==> src/sv/rbd_pkg.sv <==
`timescale 1ns / 1ps

package rbd_pkg;

  localparam int DEF_MAX_WIDTH = 2048;

  localparam int CH_W     = 8;
  localparam int NUM_CH   = 4;
  localparam int PIX_W    = CH_W * NUM_CH;
  localparam int SUM_W    = CH_W + 1;
  localparam int PAIR_W   = SUM_W * NUM_CH;
  localparam int WREG_W   = 12;
  localparam int HREG_W   = 16;
  localparam int CFG_IDX_W  = 2;
  localparam int CFG_DATA_W = 16;

  localparam logic [WREG_W-1:0] WIDTH_RESET  = WREG_W'(2048);
  localparam logic [HREG_W-1:0] HEIGHT_RESET = HREG_W'(2048);

  localparam logic [CFG_IDX_W-1:0] REG_IMAGE_WIDTH  = CFG_IDX_W'(0);
  localparam logic [CFG_IDX_W-1:0] REG_IMAGE_HEIGHT = CFG_IDX_W'(1);

  typedef struct packed {
    logic wr;
    logic rd;
    logic last;
  } rbd_ctl_t;

  // horizontal pair sums, 9 bits per channel
  function automatic logic [PAIR_W-1:0] pair_sum(input logic [PIX_W-1:0] a,
                                                 input logic [PIX_W-1:0] b);
    logic [PAIR_W-1:0] s;
    s = '0;
    for (int ch = 0; ch < NUM_CH; ch++) begin
      s[ch*SUM_W +: SUM_W] = SUM_W'(a[ch*CH_W +: CH_W]) + SUM_W'(b[ch*CH_W +: CH_W]);
    end
    return s;
  endfunction

  // vertical add of two pair sums, divided by four
  function automatic logic [PIX_W-1:0] box_avg(input logic [PAIR_W-1:0] a,
                                               input logic [PAIR_W-1:0] b);
    logic [PIX_W-1:0] p;
    logic [SUM_W:0]   t;
    p = '0;
    for (int ch = 0; ch < NUM_CH; ch++) begin
      t = (SUM_W+1)'(a[ch*SUM_W +: SUM_W]) + (SUM_W+1)'(b[ch*SUM_W +: SUM_W]);
      p[ch*CH_W +: CH_W] = t[SUM_W:2];
    end
    return p;
  endfunction

endpackage

==> src/sv/rbd_scan.sv <==
`timescale 1ns / 1ps

module rbd_scan
  import rbd_pkg::*;
#(
  parameter int MAX_WIDTH = DEF_MAX_WIDTH
) (
  input  logic                  clk,
  input  logic                  rst_n,
  input  logic                  cfg_valid,
  output logic                  cfg_ready,
  input  logic [CFG_IDX_W-1:0]  cfg_index,
  input  logic [CFG_DATA_W-1:0] cfg_data,
  input  logic                  pix_acc,
  input  logic [PIX_W-1:0]      pix,
  output rbd_ctl_t              ctl,
  output logic [((MAX_WIDTH > 4) ? $clog2(MAX_WIDTH) : 2)-2:0] addr,
  output logic [PAIR_W-1:0]     pair
);

  localparam int CW  = (MAX_WIDTH > 4) ? $clog2(MAX_WIDTH) : 2;
  localparam int EW0 = $clog2(MAX_WIDTH + 1);
  localparam int EW  = (EW0 > WREG_W) ? EW0 : WREG_W;

  logic [WREG_W-1:0] width_r;
  logic [HREG_W-1:0] height_r;
  logic [CW-1:0]     col_r, col_nxt;
  logic [HREG_W-1:0] row_r, row_nxt;
  logic [PIX_W-1:0]  held_r;

  logic [EW-1:0]     eff_w;
  logic [HREG_W-1:0] eff_h;
  logic [EW-1:0]     col_inc;
  logic [HREG_W:0]   row_inc;
  logic              at_last;

  assign cfg_ready = 1'b1;

  always_ff @(posedge clk) begin
    if (!rst_n) begin
      width_r  <= WIDTH_RESET;
      height_r <= HEIGHT_RESET;
    end else if (cfg_valid) begin
      case (cfg_index)
        REG_IMAGE_WIDTH:  width_r  <= cfg_data[WREG_W-1:0];
        REG_IMAGE_HEIGHT: height_r <= cfg_data[HREG_W-1:0];
        default: ;
      endcase
    end
  end

  always_comb begin
    if (width_r == '0) begin
      eff_w = EW'(1);
    end else if (EW'(width_r) > EW'(MAX_WIDTH)) begin
      eff_w = EW'(MAX_WIDTH);
    end else begin
      eff_w = EW'(width_r);
    end
    eff_h = (height_r == '0) ? HREG_W'(1) : height_r;
  end

  assign col_inc = EW'(col_r) + EW'(1);
  assign row_inc = (HREG_W+1)'(row_r) + (HREG_W+1)'(1);

  always_comb begin
    col_nxt = CW'(col_inc);
    row_nxt = row_r;
    if (col_inc >= eff_w) begin
      col_nxt = '0;
      row_nxt = row_inc[HREG_W-1:0];
      if (row_inc >= (HREG_W+1)'(eff_h)) begin
        row_nxt = '0;
      end
    end
  end

  always_ff @(posedge clk) begin
    if (!rst_n) begin
      col_r  <= '0;
      row_r  <= '0;
      held_r <= '0;
    end else if (pix_acc) begin
      col_r <= col_nxt;
      row_r <= row_nxt;
      if (!col_r[0]) begin
        held_r <= pix;
      end
    end
  end

  assign at_last = (eff_w >= EW'(2)) && (eff_h >= HREG_W'(2))
                && (EW'(col_r) == ((eff_w & ~EW'(1)) - EW'(1)))
                && (row_r == ((eff_h & ~HREG_W'(1)) - HREG_W'(1)));

  assign pair     = pair_sum(held_r, pix);
  assign addr     = col_r[CW-1:1];
  assign ctl.wr   = pix_acc && col_r[0] && !row_r[0];
  assign ctl.rd   = pix_acc && col_r[0] && row_r[0];
  assign ctl.last = at_last;

endmodule
==> config.mk <==
export PLATFORM = sky130hd
export DESIGN_NAME = rbd_scan
export DESIGN_NICKNAME = d
export VERILOG_FILES = /design/src/sv/rbd_pkg.sv /design/src/sv/rbd_scan.sv
export SDC_FILE = /design/constraint.sdc
export NUM_CORES = 1
export LEC_CHECK = 0
export BUFFER_PORTS_ARGS = -buffer_cell sky130_fd_sc_hd__buf_4
export CORE_ASPECT_RATIO = 0.75
export CORE_UTILIZATION = 44
export CTS_CLUSTER_SIZE = 10
export DETAILED_ROUTE_END_ITERATION = 10
export SYNTH_ARGS = -nofsm -noshare
export SYNTH_HDL_FRONTEND = slang
export SYNTH_SLANG_ARGS = --single-unit
export TNS_END_PERCENT = 50
==> constraint.sdc <==
create_clock -name clk -period 6.3 [get_ports clk]
set_input_delay 1.26 -clock clk [delete_from_list [all_inputs] [get_ports clk]]
set_output_delay 1.26 -clock clk [all_outputs]
set_load 0.02 [all_outputs]
Word-level counts from Yosys, hierarchy flattened
Cells that the tools add are included.
- register bits: 87
- bits of input ports: 54
- output and inout bits: 50
- word-level logic and storage cells: 41
- add/sub/neg operators: 8
- magnitude comparators: 5
- equality and inequality tests: 3
- muxes and demuxes: 5
- bitwise gates (word level): 1
- reduce and logical (&&, ||, !) cells: 14
- operator list (kind ; number):
    8-bit by 8-bit adder with 9-bit output ; 4
    16-bit 2-to-1 mux ; 2
    12-bit 2-to-1 mux ; 2
    16-bit by 1-bit adder with 17-bit output, second input constant ; 1
    17-bit by 16-bit >= comparator with 1-bit output ; 1
    16-bit == test ; 1
    16-bit by 2-bit >= comparator with 1-bit output, second input constant ; 1
    16-bit logical NOT ; 1
    16-bit by 1-bit subtractor with 16-bit output, second input constant ; 1
    11-bit by 1-bit adder with 12-bit output, second input constant ; 1
    11-bit by 12-bit == test with 1-bit output ; 1
    12-bit >= comparator ; 1
    12-bit by 2-bit >= comparator with 1-bit output, second input constant ; 1
    12-bit > comparator, second input constant ; 1
    12-bit logical NOT ; 1
    12-bit by 1-bit subtractor with 12-bit output, second input constant ; 1
    11-bit 2-to-1 mux ; 1
    2-bit AND reduction ; 4
    1-bit logical AND ; 6
    2-bit by 1-bit == test with 1-bit output, second input constant ; 1
    2-bit logical NOT ; 1
    1-bit logical NOT ; 1
    1-bit NOT ; 1

Logic depth before layout (Yosys ltp)
- depth in word-level cells: 7
- gate-level depth with buffers: 15
- mapped depth without buffers: 13

Least setup slack after synthesis
No wires, ideal clock.
- kind: input -> output
- start point: input port pix[8]
- end point: output port pair[15]
- arrival: 2.790 ns
- data required time: 5.040 ns
- path slack: 2.250 ns
- stages on the path: 9
- path through: ha_1 inv_1 fa_1 nor2b_1 o21ai_0 a21boi_0 o21ai_0 nand2b_1 xor2_1
- longest elaborated chain between the ends: 1
- ends and longest elaborated chain (item ; line ; source):
    from (decl) ; rbd_scan.sv:15 ; input logic [PIX_W-1:0] pix,
    8-bit by 8-bit adder with 9-bit output ; rbd_pkg.sv:35 ; s[ch*SUM_W +: SUM_W] = SUM_W'(a[ch*CH_W +: CH_W]) + SUM_W'(b[ch*CH_W +: CH_W]);
    to (decl) ; rbd_scan.sv:18 ; output logic [PAIR_W-1:0] pair
Every way passes these cells.

==> flow_summary.toml <==
[run_status]
status = "complete, no violations"

[floorplanning]
die_w_microns = 146
die_height_microns = 110
die_area_sq_mm = 0.0160
initial_core_util_pct = 46.0
rows = 38
ios = 104
core-area_sq_mm = 0.0148

[yosys]
yosys_warnings = 0
postSynth.asyncResetShare_pct = 0
synthTopCellsByArea = "dfxtp_1, ha_1, nand2_1, a21boi_0, xnor2_1"
synth_edf_count = 0
synth_area_sq_mm = 0.00681
synth.distinct_cells = 67
synth_top_area_share_pct = 25.6
yosys.area.top_type = "dfxtp_1"
synth_ff_type = "dfxtp_1"
ys_seq_area_share_pct = 25.6
synthesis.instances = 881
syn-num-nets = 1003
synth_seq_cells = 87
postSynthAreaPerCell_sq_um = 7.73

[routing]
vias = 6237
viasPerCell = 5.47
wl_met1_microns = 9090
dr_wl_met2_microns = 6940
dr.pass1.iters = 5
wl_per_cell_microns = 15.2
finalWirelength_microns = 17300
drt_iter0_markers = 452
remaining_drc_errors = 0
ant_nets = 0
met3WireLength_microns = 1070
highest_layer = "met4"

[pwr]
switching_power_uw = 482
peakVddDrop_v = 0.000145
power_density_mw_per_mm2 = 191
power_leakage_uw = 0.00341
seqPwrFrac_pct = 39.5
swShare_pct = 32.2
clockPowerShare_pct = 35.8
power.internal_uw = 1020
combinationalPowerShare_pct = 24.7

[placed_design]
dp_cells = 1125
gp_congestion = 0.899
portBuffers = 102
dp_hpwl_microns = 13300
pre_cts_slack_ns = 2.07

[cts]
cts_root_buffer = "clkbuf_16"
ctsHoldBuffers = 0
cts_sinks = 87
cts_buffers = 9
clock_latency_ns = 0.36
clkTransAtPathRegs_ns = 0.07
cts_resized = 0
postCtsSetupBuffers = 0
cts_tree = "done"
clock_path_buffers = 2
htree_levels = 3

[worst_hold_path]
hp-class = "reg2reg"

[grt]
grt.total_usage_pct = 22.2
antenna_found_initial = 0
grt_overflow = 0
grt_max_degree = 79
grt_pass1_wl_microns = 28400
grt_pass1_vias = 5776

[worst_setup_path]
slowest_stage = "dfxtp_1"
slowest_delay_ns = 0.57
path_cells = "inv_1, nand2_1, ha_1, a31oi_1, or4_1, nor4_1, nand4_1, nor3_1, and4_1, buf_4"
crit_type = "reg2out"
cp.arrival_ns = 3.36
crit_fanout = 16
endpoint_kind = "output port"
startpoint_type = "register"
crit_required_ns = 5.04

[layout]
nNetsFinal = 1058
final_cells = 1141
diodes = 0
seqCellArea_sq_mm = 0.00174
area_growth_pct = 15.4
n_fill_cell = 1430
fin_util_pct = 53.1
drive_gt1_share_pct = 14.9
multi_input_area_sq_mm = 0.00464

[sta]
max_slew_margin_pct = 38.3
rsz0062_at_grt = "false"
setup_violations = 0
fmax_mhz = 217
finalHoldViolations = 0
worst_slack_ns = 1.68
skew_ns = 0.00527
finalMaxSlewViolations = 0
max_slew.worst_pin.slew_ns = 0.914
fin_crit_ns = 4.62
timing.final.crit_share_pct = 73.3
setup_tns_ns = 0

[run]
drv_cap = 0
==> registers in the layout, indices dropped and copies added, names as in the netlist <==
| register | count |
|---|---|
| row_r | 16 |
| width_r | 12 |
| height_r | 16 |
| col_r | 11 |
| held_r | 32 |
==> cell type report <==
cell class / instances / area share, %
well taps: 200 / 3.19
clock buffers: 9 / 2.87
repair buffers: 105 / 10.0
inverters: 39 / 1.86
clock inverters: 7 / 0.844
multi-input cells: 694 / 59.0
flip-flops and latches: 87 / 22.2
==> synthesized netlist by cell type, drive strengths merged (5+ instances only) <==
library cell,n
o211ai,8
a21boi,69
a31o,7
xnor2,40
nor2b,15
buf,20
nand2b,18
a22o,7
and2,7
dfxtp,87
nand3,21
and3,12
ha,64
a31oi,9
a21oi,31
inv,39
o21ai,35
nand4,6
nand2,172
nand3b,10
xor2,30
a21o,11
nor3,17
mux2i,5
nor4,8
nor2,35
clkbuf,41
==> metrics by stage <==
stage          hold WS [ns]  total power, uW  instance area, sq um
2_1_floorplan         0.444              841                  6810
3_3_place_gp          0.455              968                  7560
3_5_place_dp          0.463              975                  7560
4_1_cts               0.472             1520                  7860
5_1_grt               0.493             1590                  7860
6_report              0.470             1500                  7860
==> metal layers <==
metal,vias to the layer above,track usage [%]
li1,3157,-
met1,2866,32.4
met2,194,32.1
met3,20,5.60
met4,0,5.79
met5,-,0
==> worst max-delay path: cells and delay by family, from the launching register on <==
kind                     cells  cell delay [ns]
AND/OR/NAND/NOR              6             1.34
flip-flops                   1             0.57
adder cells (fa/ha/maj)      1             0.45
AO/OA/AOI/OAI                1             0.13
buffers and inverters        2             0.50
==> placed cells by master (no fill, tap or decap), types with 3 or more instances in the layout <==
cell       Yosys  routed
a31oi_1        9       9
nor3_1        16      16
nor4_1         7       7
xor2_1        30      30
o21ai_0       35      35
o211ai_1       8       8
buf_4         13     105
clkbuf_16      0       9
or3_1          3       3
a22o_1         7       7
ha_1          64      64
a21oi_1       31      31
a211oi_1       4       4
nor2b_1       15      14
a31o_2         7       7
nand2b_1      18      18
nor2_1        35      35
o21a_1         3       3
dfxtp_1       87      87
nand4_1        6       6
a21boi_0      69      69
and2_1         6       6
nand3b_1      10      10
nand2_1      171     171
mux2i_1        5       5
nand3_1       21      21
a41oi_1        3       3
inv_1         39      39
and3_1        12      12
a21o_1        11      11
xnor2_1       40      40
or2_2          4       4
fa_1           4       4
inv_6          0       5
and4_1         4       4
==> power by group through the flow <==
stage	logic (uW)	registers [uW]	clock network, uW
6_report	370	593	537
5_1_grt	408	595	582
4_1_cts	372	592	552
3_5_place_dp	370	605	0
3_3_place_gp	364	604	0
2_1_floorplan	245	596	0
==> cell families after synthesis <==
group | count (synthesis) | share of synthesized area, %
simple gates | 342 | 24.2
compound gates | 207 | 21.0
buf+inv | 100 | 6.36
flops | 87 | 25.6
xor+xnor | 70 | 9.00
fa+ha+maj | 68 | 12.9
mux | 6 | 0.900
other cells | 1 | 0.0551
==> final timing paths <==
path	startpoint	endpoint	slack (ns)	cells after the start
hold / removal	held_r[31]	held_r[31]	0.47	2
hold reg to reg	held_r[31]	held_r[31]	0.47	2
setup / recovery	width_r[11]	ctl[0]	1.68	10
setup reg to reg	col_r[0]	row_r[8]	2.13	12
(Power assumes the default switching activity.)
